==> src/rtl/core/assert_macros.svh <==
`ifndef ASSERT_MACROS_SVH
`define ASSERT_MACROS_SVH

// Concurrent check on the rising clock edge, off while reset is low.
`define ASSERT_CLK_RST(lbl, clk, rst_n, prop, msg) \
  lbl: assert property (@(posedge clk) disable iff (!rst_n) (prop)) else $error(msg);

// Concurrent check on the rising clock edge, active during reset too.
`define ASSERT_CLK(lbl, clk, prop, msg) \
  lbl: assert property (@(posedge clk) (prop)) else $error(msg);

`endif

==> src/rtl/core/lrupr_pkg.sv <==
`default_nettype none

package lrupr_pkg;

  localparam int MaxFrames   = 16;
  localparam int PageBits    = 20;
  localparam int ProcessBits = 16;
  localparam int CountBits   = 32;
  localparam int CfgW        = 5;
  localparam int CfgReset    = 16;

  localparam int AddrW = (MaxFrames > 1) ? $clog2(MaxFrames) : 1;
  localparam int CntW  = $clog2(MaxFrames + 1);

  localparam int InFieldW   = ProcessBits + PageBits;
  localparam int InDataW    = ((InFieldW + 7) / 8) * 8;
  localparam int OutFieldW  = 1 + CountBits + 1 + ProcessBits + PageBits;
  localparam int OutDataW   = ((OutFieldW + 7) / 8) * 8;

  typedef logic [AddrW-1:0]     addr_t;
  typedef logic [CntW-1:0]      cnt_t;
  typedef logic [CfgW-1:0]      cfg_t;
  typedef logic [CountBits-1:0] count_t;

  typedef struct packed {
    logic [PageBits-1:0]    page;
    logic [ProcessBits-1:0] pid;
  } entry_t;

  typedef struct packed {
    logic [PageBits-1:0]    ev_page;
    logic [ProcessBits-1:0] ev_process;
    logic                   evicted;
    count_t                 fault_total;
    logic                   hit;
  } res_t;

  typedef logic [OutDataW-1:0] out_data_t;

  typedef enum logic [2:0] {
    S_IDLE,
    S_SCAN_RD,
    S_SCAN_CMP,
    S_MISS,
    S_COPY_RD,
    S_COPY_WR,
    S_WRITE_NEW
  } state_e;

endpackage

`default_nettype wire

==> src/rtl/core/lrupr_ctrl.sv <==
`default_nettype none

`include "assert_macros.svh"

module lrupr_ctrl (
  input  wire logic                 clk_i,
  input  wire logic                 rst_ni,
  input  wire lrupr_pkg::cfg_t      frames_i,
  input  wire logic                 req_valid_i,
  output logic                      req_ready_o,
  input  wire lrupr_pkg::entry_t    req_entry_i,
  output logic                      res_valid_o,
  input  wire logic                 res_ready_i,
  output lrupr_pkg::res_t           res_o
);

  lrupr_pkg::entry_t mem [lrupr_pkg::MaxFrames];

  lrupr_pkg::state_e state_q, state_d;
  lrupr_pkg::cnt_t   idx_q, idx_d;
  lrupr_pkg::cnt_t   occ_q, occ_d;
  lrupr_pkg::cnt_t   drop_q, drop_d;
  lrupr_pkg::count_t fault_q, fault_d;
  lrupr_pkg::entry_t key_q, key_d;
  lrupr_pkg::entry_t ev_ent_q, ev_ent_d;
  logic              hit_q, hit_d;
  logic              ev_q, ev_d;

  logic              mem_we;
  lrupr_pkg::addr_t  wr_addr;
  lrupr_pkg::entry_t wr_data;
  logic              rd_en;
  lrupr_pkg::addr_t  rd_addr;
  lrupr_pkg::entry_t rd_data_q;

  lrupr_pkg::cnt_t          lim;
  lrupr_pkg::cnt_t          miss_drop;
  logic [lrupr_pkg::CntW:0] idx_plus_drop;
  logic [lrupr_pkg::CntW:0] idx_plus_one;
  lrupr_pkg::cnt_t          base;

  always_comb begin
    if (frames_i == '0) begin
      lim = lrupr_pkg::cnt_t'(1);
    end else if (32'(frames_i) > lrupr_pkg::MaxFrames) begin
      lim = lrupr_pkg::cnt_t'(lrupr_pkg::MaxFrames);
    end else begin
      lim = lrupr_pkg::cnt_t'(frames_i);
    end
  end

  assign miss_drop     = (occ_q >= lim) ? lrupr_pkg::cnt_t'(occ_q - lim + 1'b1) : '0;
  assign idx_plus_drop = {1'b0, idx_q} + {1'b0, drop_q};
  assign idx_plus_one  = {1'b0, idx_q} + 1'b1;
  assign base          = occ_q - drop_q;

  always_ff @(posedge clk_i or negedge rst_ni) begin
    if (!rst_ni) begin
      state_q <= lrupr_pkg::S_IDLE;
      occ_q   <= '0;
      fault_q <= '0;
    end else begin
      state_q <= state_d;
      occ_q   <= occ_d;
      fault_q <= fault_d;
    end
  end

  always_ff @(posedge clk_i) begin
    idx_q    <= idx_d;
    drop_q   <= drop_d;
    key_q    <= key_d;
    ev_ent_q <= ev_ent_d;
    hit_q    <= hit_d;
    ev_q     <= ev_d;
  end

  always_ff @(posedge clk_i) begin
    if (mem_we) begin
      mem[wr_addr] <= wr_data;
    end
  end

  always_ff @(posedge clk_i) begin
    if (rd_en) begin
      rd_data_q <= mem[rd_addr];
    end
  end

  always_comb begin
    state_d     = state_q;
    idx_d       = idx_q;
    occ_d       = occ_q;
    drop_d      = drop_q;
    fault_d     = fault_q;
    key_d       = key_q;
    ev_ent_d    = ev_ent_q;
    hit_d       = hit_q;
    ev_d        = ev_q;
    mem_we      = 1'b0;
    wr_addr     = lrupr_pkg::addr_t'(idx_q);
    wr_data     = rd_data_q;
    rd_en       = 1'b0;
    rd_addr     = lrupr_pkg::addr_t'(idx_q);
    req_ready_o = 1'b0;
    res_valid_o = 1'b0;

    case (state_q)
      lrupr_pkg::S_IDLE: begin
        req_ready_o = 1'b1;
        if (req_valid_i) begin
          key_d    = req_entry_i;
          idx_d    = '0;
          hit_d    = 1'b0;
          ev_d     = 1'b0;
          ev_ent_d = '0;
          state_d  = (occ_q == '0) ? lrupr_pkg::S_MISS : lrupr_pkg::S_SCAN_RD;
        end
      end
      lrupr_pkg::S_SCAN_RD: begin
        rd_en   = 1'b1;
        state_d = lrupr_pkg::S_SCAN_CMP;
      end
      lrupr_pkg::S_SCAN_CMP: begin
        if (idx_q == '0) begin
          ev_ent_d = rd_data_q;
        end
        if (rd_data_q == key_q) begin
          hit_d    = 1'b1;
          drop_d   = lrupr_pkg::cnt_t'(1);
          ev_ent_d = '0;
          state_d  = lrupr_pkg::S_COPY_RD;
        end else if (idx_plus_one == {1'b0, occ_q}) begin
          state_d = lrupr_pkg::S_MISS;
        end else begin
          idx_d   = lrupr_pkg::cnt_t'(idx_plus_one);
          state_d = lrupr_pkg::S_SCAN_RD;
        end
      end
      lrupr_pkg::S_MISS: begin
        if (fault_q != '1) begin
          fault_d = fault_q + 1'b1;
        end
        drop_d = miss_drop;
        ev_d   = (miss_drop != '0);
        if (miss_drop == '0) begin
          ev_ent_d = '0;
          idx_d    = occ_q;
        end else begin
          idx_d = '0;
        end
        state_d = lrupr_pkg::S_COPY_RD;
      end
      lrupr_pkg::S_COPY_RD: begin
        if (idx_plus_drop < {1'b0, occ_q}) begin
          rd_en   = 1'b1;
          rd_addr = lrupr_pkg::addr_t'(idx_plus_drop);
          state_d = lrupr_pkg::S_COPY_WR;
        end else begin
          state_d = lrupr_pkg::S_WRITE_NEW;
        end
      end
      lrupr_pkg::S_COPY_WR: begin
        mem_we  = 1'b1;
        wr_addr = lrupr_pkg::addr_t'(idx_q);
        wr_data = rd_data_q;
        idx_d   = lrupr_pkg::cnt_t'(idx_plus_one);
        state_d = lrupr_pkg::S_COPY_RD;
      end
      lrupr_pkg::S_WRITE_NEW: begin
        res_valid_o = 1'b1;
        if (res_ready_i) begin
          mem_we  = 1'b1;
          wr_addr = lrupr_pkg::addr_t'(base);
          wr_data = key_q;
          occ_d   = base + 1'b1;
          state_d = lrupr_pkg::S_IDLE;
        end
      end
      default: begin
        state_d = lrupr_pkg::S_IDLE;
      end
    endcase
  end

  assign res_o.hit         = hit_q;
  assign res_o.fault_total = fault_q;
  assign res_o.evicted     = ev_q;
  assign res_o.ev_process  = ev_ent_q.pid;
  assign res_o.ev_page     = ev_ent_q.page;

  `ASSERT_CLK_RST(a_occ_bound, clk_i, rst_ni, occ_q <= lrupr_pkg::MaxFrames, "occupancy overflow")
  `ASSERT_CLK_RST(a_fault_mono, clk_i, rst_ni, fault_q >= $past(fault_q), "fault count went down")
  `ASSERT_CLK_RST(a_hit_no_evict, clk_i, rst_ni, res_valid_o |-> !(res_o.hit && res_o.evicted), "hit reported an eviction")
  `ASSERT_CLK(a_reset_idle, clk_i, !rst_ni |-> (state_q == lrupr_pkg::S_IDLE && !res_valid_o), "busy during reset")

endmodule

`default_nettype wire

==> src/rtl/core/lru_page_replacement.sv <==
// LRU page replacement table.
// Slave stream: one reference per transaction, tdata carries process id and
// page number. Master stream: one result per reference with hit, the running
// saturating fault count and the evicted entry (zeros when nothing left).
// cfg_we_i/cfg_wdata_i set the frame limit (0 acts as 1, above 16 acts as 16);
// write it only while no reference is in flight.
// The entries sit in one 16-deep memory in recency order. A lookup
// reads and then compares one slot at a time (S_SCAN_RD, S_SCAN_CMP); a hit or
// eviction closes the gap by copying each later entry down (S_COPY_RD, then
// S_COPY_WR); the new entry is then written at the most-recent end.
// s_axis_tready_o is high only between references.
// Reset empties the table, clears the fault count and sets the limit to 16.
// The result waits in an output register; the next reference is accepted and
// processed while it waits, and only its final write-back holds off until the
// receiver takes the earlier result.
`default_nettype none

module lru_page_replacement (
  input  wire logic                              clk_i,
  input  wire logic                              rst_ni,
  input  wire logic                              cfg_we_i,
  input  wire logic [lrupr_pkg::CfgW-1:0]        cfg_wdata_i,
  input  wire logic                              s_axis_tvalid_i,
  output logic                                   s_axis_tready_o,
  // process_id, page_number
  input  wire logic [lrupr_pkg::InDataW-1:0]     s_axis_tdata_i,
  output logic                                   m_axis_tvalid_o,
  input  wire logic                              m_axis_tready_i,
  // hit, fault_total, evicted, evicted_process, evicted_page
  output logic [lrupr_pkg::OutDataW-1:0]         m_axis_tdata_o
);

  lrupr_pkg::cfg_t      frames_q;
  logic                 out_valid_q;
  lrupr_pkg::out_data_t out_data_q;

  lrupr_pkg::entry_t req_entry;
  logic              res_valid;
  logic              res_ready;
  lrupr_pkg::res_t   res;

  assign req_entry.pid  = s_axis_tdata_i[lrupr_pkg::ProcessBits-1:0];
  assign req_entry.page = s_axis_tdata_i[lrupr_pkg::ProcessBits +: lrupr_pkg::PageBits];

  assign res_ready = !out_valid_q || m_axis_tready_i;

  always_ff @(posedge clk_i or negedge rst_ni) begin
    if (!rst_ni) begin
      frames_q <= lrupr_pkg::cfg_t'(lrupr_pkg::CfgReset);
    end else if (cfg_we_i) begin
      frames_q <= cfg_wdata_i;
    end
  end

  always_ff @(posedge clk_i or negedge rst_ni) begin
    if (!rst_ni) begin
      out_valid_q <= 1'b0;
    end else if (res_valid && res_ready) begin
      out_valid_q <= 1'b1;
    end else if (m_axis_tready_i) begin
      out_valid_q <= 1'b0;
    end
  end

  always_ff @(posedge clk_i) begin
    if (res_valid && res_ready) begin
      out_data_q <= lrupr_pkg::out_data_t'(res);
    end
  end

  lrupr_ctrl u_ctrl (
    .clk_i       (clk_i),
    .rst_ni      (rst_ni),
    .frames_i    (frames_q),
    .req_valid_i (s_axis_tvalid_i),
    .req_ready_o (s_axis_tready_o),
    .req_entry_i (req_entry),
    .res_valid_o (res_valid),
    .res_ready_i (res_ready),
    .res_o       (res)
  );

  assign m_axis_tvalid_o = out_valid_q;
  assign m_axis_tdata_o  = out_data_q;

endmodule

`default_nettype wire

==> config.mk <==
export PLATFORM = sky130hd
export DESIGN_NAME = lru_page_replacement
export DESIGN_NICKNAME = d
export VERILOG_FILES = /design/src/rtl/core/lrupr_pkg.sv /design/src/rtl/core/lrupr_ctrl.sv /design/src/rtl/core/lru_page_replacement.sv
export VERILOG_INCLUDE_DIRS = /design/src /design/src/rtl/core
export SDC_FILE = /design/constraint.sdc
export NUM_CORES = 1
export LEC_CHECK = 0
export ABC_AREA = 1
export CAP_MARGIN = 15
export CORE_UTILIZATION = 50
export DETAILED_ROUTE_END_ITERATION = 7
export DONT_BUFFER_PORTS = 1
export GPL_TIMING_DRIVEN = 0
export PLACE_DENSITY = 0.75
export SYNTH_ARGS = -nofsm -noshare
export SYNTH_HDL_FRONTEND = slang
export SYNTH_SLANG_ARGS = --single-unit
==> constraint.sdc <==
create_clock -name clk_i -period 5.44 [get_ports clk_i]
set_clock_uncertainty 0.15 [all_clocks]
set_input_delay 0.816 -clock clk_i [delete_from_list [all_inputs] [get_ports clk_i]]
set_output_delay 0.816 -clock clk_i [all_outputs]
set_load 0.03 [all_outputs]
==> impl_metrics.py, run 1 <==
metrics = {
    "run": {
        "cap_viol_max_count": 0,
    },
    "synth": {
        "yosysUniqueCellTypes": 43,
        "synthAdderAreaFrac_pct": 1.177,
        "synth-xor-area-share_pct": 1.677,
        "synthMuxAreaShare_pct": 0.09513,
        "synth-edff-count": 766,
        "synth.avg_cell_area_um2": 10.95,
        "synthSimpleGateAreaFrac_pct": 19.59,
        "yosysSeqAreaShare_pct": 68.02,
        "ys_warn_count": 0,
        "async_flop_share_pct": 5.665,
        "synthCells": 3244,
        "synth_top_family_by_area": "simple AND/OR/NAND/NOR gates",
        "ys_seq_elements": 812,
        "synth_compound_area_share_pct": 1.374,
        "synth_area_mm2": 0.03551,
        "yosys_most_used_dff": "edfxtp_1",
    },
    "power": {
        "p_int_mw": 14.31,
        "comb_power_share_pct": 40.5,
        "total_switching_power_mw": 10.38,
        "total_power_mw": 24.69,
        "swShare_pct": 42.04,
        "p_leak_nw": 16.31,
        "power_frac_seq_pct": 36.9,
        "clkPwrFrac_pct": 22.6,
        "vdd_drop_max_uv": 325.2,
        "powerDensity_mw_per_mm2": 613.7,
    },
    "clock_network": {
        "clockBufferDepth": 3,
        "clk_pin_slew_ns": 0.06,
        "cts_tree": "done",
        "root_buffer": "clkbuf_16",
        "clock-sinks": 812,
        "postCtsSetupRepairBufs": 0,
        "insertion_delay_ns": 0.65,
        "cts-buffers-inserted": 80,
        "ctsHtreeMaxLevel": 3,
    },
    "sta": {
        "drv_slew": 0,
        "setup_viol_count_final": 0,
        "tightest_slew_ns": 1.292,
        "hold_viol_final": 0,
        "period_needed_ns": 5.232,
        "setup_ws_ns": 0.2075,
        "fin_crit_sh_pct": 96.19,
        "timing.slew.headroom_pct": 13.84,
        "fmax_mhz": 191.1,
        "rsz0062_at_grt": "no",
    },
    "worst_setup_path": {
        "reg2regPathDepth": 17,
        "crit_type": "reg2reg",
        "cp_max_fo": 10,
        "path_depth": 17,
        "worstSetupStartpointType": "flip-flop",
        "rr_endpoint": "u_ctrl.rd_data_q[32]",
        "slowest_stage": "clkbuf_1",
        "max_stage_delay_ns": 0.95,
        "crit_start": "u_ctrl.idx_q[0]",
        "reg2reg_from": "u_ctrl.idx_q[0]",
        "crit_chain": "ha_1 -> inv_1 -> fa_1 -> inv_1 -> ha_1 -> nand2_1 -> nand2_1 -> nand2_1 -> nand2_1 -> nand2_1 -> nand3_4 -> inv_2 -> o21ai_2 -> clkbuf_1 -> nand3_1 -> nand3_1 -> nand2_1",
        "path_common_cell": "nand2_1",
        "critPathArrivalTime_ns": 5.47,
        "crit_path_end": "u_ctrl.rd_data_q[32]",
        "worstPathRequired_ns": 5.68,
        "crit_family": "simple AND/OR/NAND/NOR gates",
        "r2r_setup_slack_ns": 0.21,
        "worst-path-buf-inv": 4,
        "cp-end-kind": "flip-flop",
    },
    "finish": {
        "finalNetCount": 3466,
        "area_delta_synth_final_pct": 13.29,
        "drive_gt1_share_pct": 7.766,
        "fillCellCount": 5582,
    },
    "routing": {
        "drc": 0,
        "wl_per_cell_um": 23.22,
        "viasPerCell": 5.660,
        "drtAntennaViolNets": 0,
        "vias": 24870,
        "drt_iter0_markers": 3611,
        "drt-pass1-iter-count": 8,
        "drt-total-wl_mm": 102.0,
    },
    "die": {
        "initial_core_util_pct": 50.62,
        "dieArea_mm2": 0.07209,
        "core.rowCount": 97,
        "num_io_pins": 124,
        "die_w_um": 268.5,
        "core_area_mm2": 0.07015,
        "die_height_um": 268.5,
    },
    "placed_design": {
        "dp_hpwl_mm": 70.26,
        "portBuffers": 0,
        "dp_slack_ns": 0.4584,
        "gp_congestion": 0.9575,
    },
    "global_route": {
        "antenna_found_initial": 4,
        "overflow": 0,
        "grt_pass1_vias": 23850,
        "grt_pass1_wl_mm": 148.7,
        "grt.total_usage_pct": 28.48,
        "grt_max_degree": 73,
    },
    "hold_path": {
        "hp-class": "in2reg",
    },
    "outcome": {
        "status": "completed",
    },
}
[worst reg2reg max path, delay by kind of cell (launching register included)]
| kind | cells | cell delay (ns) |
|---|---|---|
| AO/OA/AOI/OAI | 1 | 0.75 |
| adder cells (fa/ha/maj) | 3 | 1.13 |
| buffers and inverters | 4 | 1.17 |
| flip-flops | 1 | 0.60 |
| AND/OR/NAND/NOR | 9 | 1.20 |
[power by group through the flow]
stage	combinational, mW	sequential (mW)	clock (mW)
after floorplan	5.47	9.14	0
after global placement	8.85	9.35	0
after detailed placement	9.51	9.22	0
after CTS	9.62	9.09	5.60
after global routing	10.6	9.16	5.85
final	10.0	9.11	5.58
[through the flow]
step	cell area, um2	hold WS, ns	util (%)	TNS [ns]	std cells
after detailed placement	37550	0.2554	53.52	0	4241
after global placement	36690	0.2533	52.31	-634.31	4185
after CTS	40220	0.09359	57.34	0	4391
final	40230	0.1026	57.35	0	4394
after global routing	40220	0.09827	57.34	0	4391
after floorplan	35520	0.2503	-	0	3245
[per-layer routing]
layer,share of wire (%),global-route usage [%],vias to the layer above
li1,-,-,11090
met1,35,35.79,11660
met2,46,45.00,1757
met5,0.033,0,-
met3,13,6.721,362
met4,6.0,16.97,6
[cell usage after synthesis (3+ instances only)]
| master | number | area share [%] |
|---|---|---|
| edfxtp_1 | 766 | 65 |
| nand2_1 | 617 | 6.5 |
| nand3_1 | 615 | 8.7 |
| inv_1 | 588 | 6.2 |
| nand3b_1 | 108 | 2.3 |
| nor2_1 | 104 | 1.1 |
| clkbuf_1 | 81 | 0.86 |
| o21ai_0 | 61 | 0.86 |
| buf_2 | 46 | 0.65 |
| dfrtp_1 | 45 | 3.2 |
| xor2_1 | 38 | 0.94 |
| xnor2_1 | 30 | 0.74 |
| ha_1 | 27 | 0.95 |
| nor3_1 | 22 | 0.31 |
| buf_1 | 19 | 0.20 |
| nand4_1 | 13 | 0.23 |
| a21oi_1 | 11 | 0.16 |
| nor4_1 | 10 | 0.18 |
| inv_2 | 5 | 0.053 |
| buf_4 | 4 | 0.085 |
| fa_1 | 4 | 0.23 |
| o21ai_2 | 4 | 0.099 |
| mux2_2 | 3 | 0.095 |
[flip-flops by register name, summed over array words and instances, names as in the netlist, 32 cells and up]
register,flops
m_axis_tdata_o,70
u_ctrl.fault_q,32
u_ctrl.key_q,36
u_ctrl.mem,576
u_ctrl.rd_data_q,36
u_ctrl.res_o,36
[repair_timing]
item                      CTS  global route
hold endpoints to repair   46             0
resized for setup           0             0
hold buffers                2             0
[worst min-delay path by stage]
stage	startpoint	end	slack, ns	cells after the start
final	s_axis_tdata_i[16]	u_ctrl.key_q[16]	0.10	0
after global routing	s_axis_tdata_i[17]	u_ctrl.key_q[17]	0.1	0
after CTS	s_axis_tdata_i[16]	u_ctrl.key_q[16]	0.09	0
after detailed placement	u_ctrl.res_o[53]	m_axis_tdata_o[53]	0.26	0
after global placement	u_ctrl.res_o[64]	m_axis_tdata_o[64]	0.25	0
after floorplan	u_ctrl.hit_q	m_axis_tdata_o[0]	0.25	0
[cells in the final DEF, fill, tap and decap left out, drive strengths merged]
| master | netlist | layout |
|---|---|---|
| fa | 4 | 4 |
| nor4 | 10 | 10 |
| nand3b | 108 | 108 |
| buf | 69 | 126 |
| nor3 | 26 | 26 |
| ha | 27 | 27 |
| nor3b | 1 | 1 |
| or2 | 1 | 1 |
| o22ai | 1 | 1 |
| nand4 | 14 | 14 |
| o2111ai | 1 | 1 |
| clkinv | 0 | 37 |
| a211oi | 1 | 1 |
| inv | 593 | 596 |
| a31oi | 1 | 1 |
| conb | 1 | 2 |
| o41ai | 1 | 1 |
| mux2 | 3 | 3 |
| nand2 | 618 | 618 |
| o211ai | 1 | 1 |
| edfxtp | 766 | 766 |
| o21bai | 1 | 1 |
| a21oi | 13 | 13 |
| diode | 0 | 3 |
| xor2 | 38 | 38 |
| clkbuf | 81 | 178 |
| and3 | 1 | 1 |
| nand3 | 616 | 616 |
| dfstp | 1 | 1 |
| o31ai | 2 | 2 |
| dfrtp | 45 | 45 |
| nor2 | 104 | 104 |
| xnor2 | 30 | 30 |
| clkinvlp | 0 | 4 |
| bufinv | 0 | 7 |
| dlygate4sd3 | 0 | 1 |
| o21ai | 65 | 65 |
[cell families (layout without fill, tap and decap cells)]
family                   after synthesis  count (layout)
AND/OR/NAND/NOR                     1499            1499
multiplexers                           3               3
buffers and inverters                743             949
XOR/XNOR                              68              68
AO/OA/AOI/OAI                         87              87
other                                  1               5
flip-flops                           812             812
adder cells (fa/ha/maj)               31              31
[final cells by class]
type / instances / area (um2) / share of cell area [%]
Tap cell: 940 / 1176 / 2.923
Sequential cell: 812 / 24150 / 60.04
Timing Repair Buffer: 58 / 745.7 / 1.854
Clock buffer: 97 / 2160 / 5.368
Multi-Input combinational cell: 1690 / 8642 / 21.48
Antenna cell: 3 / 7.507 / 0.01866
Inverter: 593 / 2226 / 5.533
Clock inverter: 51 / 480.5 / 1.194
Buffer: 150 / 639.4 / 1.589
Note: power is estimated with default switching activity, not from simulation.
==> inputs of run 2 (changes only) <==
Clock period 5.44 ns to 4.9 ns, I/O delays scaled along.
==> run 2 against run 1 <==
The run now ends with design-rule violations left. Highest routed layer unchanged. Critical endpoint is now u_ctrl.rd_data_q[8]. Worst hold slack got worse by 0.084 ns. Clock-buffer cell count decreased by 1. Largest cell class unchanged. Critical path depth did not move. Global-route usage grew 0.42 points. Largest power group unchanged. Cell count about the same. First-iteration DRC count grew 8.4%.
==> impl_metrics.py, run 2 (synthesis gave the netlist of run 1 again) <==
metrics = {
    "finish": {
        "regArea_mm2": 0.02415,
        "layout_common_cells": "edfxtp_1 (766), nand2_1 (616), nand3_1 (615), inv_1 (588), nand3b_1 (108)",
        "largest_register": "u_ctrl.mem",
        "post-route-util_pct": 57.41,
        "post_layout_nonfiller_instances": 4390,
        "final_area_mm2": 0.04027,
        "drive_gt1_share_pct": 8.094,
        "area_delta_synth_final_pct": 13.41,
        "multi_input_area_mm2": 0.008680,
        "largest_reg_flops": 576,
        "finalNetCount": 3465,
        "final_common_cell": "edfxtp_1",
        "fillCellCount": 5536,
    },
    "die": {
        "die_height_um": 268.5,
        "initial_core_util_pct": 50.62,
        "die_w_um": 268.5,
        "core_area_mm2": 0.07015,
        "core.rowCount": 97,
        "num_io_pins": 124,
        "dieArea_mm2": 0.07209,
    },
    "routing": {
        "drt-pass1-iter-count": 8,
        "m1WireLength_mm": 36.66,
        "top_layer": "met5",
        "wl_met2_mm": 48.05,
        "drc": 2,
        "drtAntennaViolNets": 0,
        "route.met3.wl_mm": 13.20,
        "drt-total-wl_mm": 103.5,
        "drt_iter0_markers": 3913,
        "wl_per_cell_um": 23.58,
        "vias": 25300,
        "viasPerCell": 5.762,
    },
    "worst_setup_path": {
        "crit_type": "reg2reg",
        "cp_max_fo": 10,
        "crit_chain": "ha_1 -> inv_1 -> fa_1 -> inv_1 -> ha_1 -> nand2_1 -> nand2_1 -> nand2_1 -> nand2_1 -> nand2_1 -> nand3_4 -> or2_1 -> o21ai_4 -> clkbuf_1 -> nand3_1 -> nand3_1 -> nand2_1",
        "worstSetupStartpointType": "flip-flop",
        "slowest_stage": "clkbuf_1",
        "path_common_cell": "nand2_1",
        "r2r_setup_slack_ns": 0.15,
        "critPathArrivalTime_ns": 5.00,
        "max_stage_delay_ns": 0.83,
        "cp-end-kind": "flip-flop",
        "worstPathRequired_ns": 5.15,
    },
    "sta": {
        "setup_viol_count_final": 0,
        "tns_ns": 0,
        "drv_slew": 0,
        "fmax_mhz": 210.5,
        "hold_viol_final": 0,
        "rsz0062_at_grt": "yes",
        "whs_ns": 0.01875,
        "tightest_slew_ns": 1.129,
        "timing.slew.headroom_pct": 24.25,
        "period_needed_ns": 4.751,
        "setup_ws_ns": 0.1486,
        "fin_crit_sh_pct": 96.97,
    },
    "power": {
        "p_leak_nw": 16.35,
        "total_power_mw": 27.49,
        "vdd_drop_max_uv": 394.3,
        "powerDensity_mw_per_mm2": 682.5,
    },
    "clock_network": {
        "clk_pin_slew_ns": 0.07,
        "ctsHtreeMaxLevel": 3,
        "root_buffer": "clkbuf_16",
        "clockBufferDepth": 3,
        "clock-sinks": 812,
        "cts-buffers-inserted": 79,
        "insertion_delay_ns": 0.64,
        "cts_tree": "done",
    },
    "placed_design": {
        "postPlaceCellArea_mm2": 0.03755,
        "gp_congestion": 0.9332,
        "portBuffers": 0,
        "dp_hpwl_mm": 71.08,
        "dp_slack_ns": -0.05043,
        "dp_cells": 4239,
    },
    "global_route": {
        "grt.total_usage_pct": 28.90,
        "grt_max_degree": 73,
        "antenna_found_initial": 3,
        "grt_pass1_wl_mm": 151.5,
        "overflow": 0,
        "grt_pass1_vias": 24220,
    },
    "run": {
        "cap_viol_max_count": 0,
    },
    "hold_path": {
        "hp-class": "in2reg",
    },
    "outcome": {
        "failed_checks": "design-rule violations",
        "status": "complete, but fails checks",
    },
}
-- run 2: cell types whose count changed in the layout (fill, tap and decap cells not counted), moves of 2 or more --
| cell | change |
|---|---|
| buf_1 | -2 |
| buf_12 | -2 |
| buf_16 | +2 |
| clkbuf_1 | -9 |
| clkbuf_2 | +12 |
| clkbuf_8 | -2 |
| clkinv_1 | -2 |
| inv_6 | -2 |
| o21ai_1 | -2 |
| o21ai_2 | -2 |
| o21ai_4 | +4 |
-- run 2: path summary, 6_finish.rpt --
check	from	to	cells after the start
min in group asynchronous	rst_ni	frames_q[1]	2
hold reg to reg	u_ctrl.res_o[41]	m_axis_tdata_o[41]	0
max in group asynchronous	rst_ni	u_ctrl.fault_q[10]	2
hold / removal	s_axis_tdata_i[35]	u_ctrl.key_q[35]	0
setup reg to reg	u_ctrl.idx_q[0]	u_ctrl.rd_data_q[8]	17
setup / recovery	u_ctrl.idx_q[0]	u_ctrl.rd_data_q[8]	17
-- run 2: per-layer routing --
layer,vias to the layer above,GRT usage [%]
met3,359,6.731
met5,-,0
met4,2,14.93
met1,12010,36.47
met2,1813,46.62
li1,11120,-
-- run 2: where the power goes --
part	leakage, nW	internal (mW)	switching [mW]	total, mW
sequential	7.56	9.57	0.547	10.1
combinational	7.51	2.82	8.38	11.2
clock	1.27	3.51	2.66	6.17
-- run 2: repair_timing --
action	CTS	global route
gates resized for setup	8	21
buffers inserted	0	2
hold buffers	2	0
endpoints found under the setup margin	15	36
endpoints found under the hold margin	46	0
cloned	0	0
-- run 2: critical path: cells and delay by family, from the launching register on --
family / cells / cell delay (ns)
AND/OR/NAND/NOR: 10 / 1.53
buffers and inverters: 3 / 1.01
AO/OA/AOI/OAI: 1 / 0.23
flip-flops: 1 / 0.46
adder cells (fa/ha/maj): 3 / 1.14
-- run 2: cell type report --
cell class	count	share of cell area, %
Sequential cell	812	59.98
Multi-Input combinational cell	1690	21.55
Inverter	593	5.527
Clock buffer	96	5.250
Tap cell	940	2.920
Timing Repair Buffer	58	1.889
Buffer	150	1.650
Clock inverter	48	1.218
Antenna cell	3	0.01864
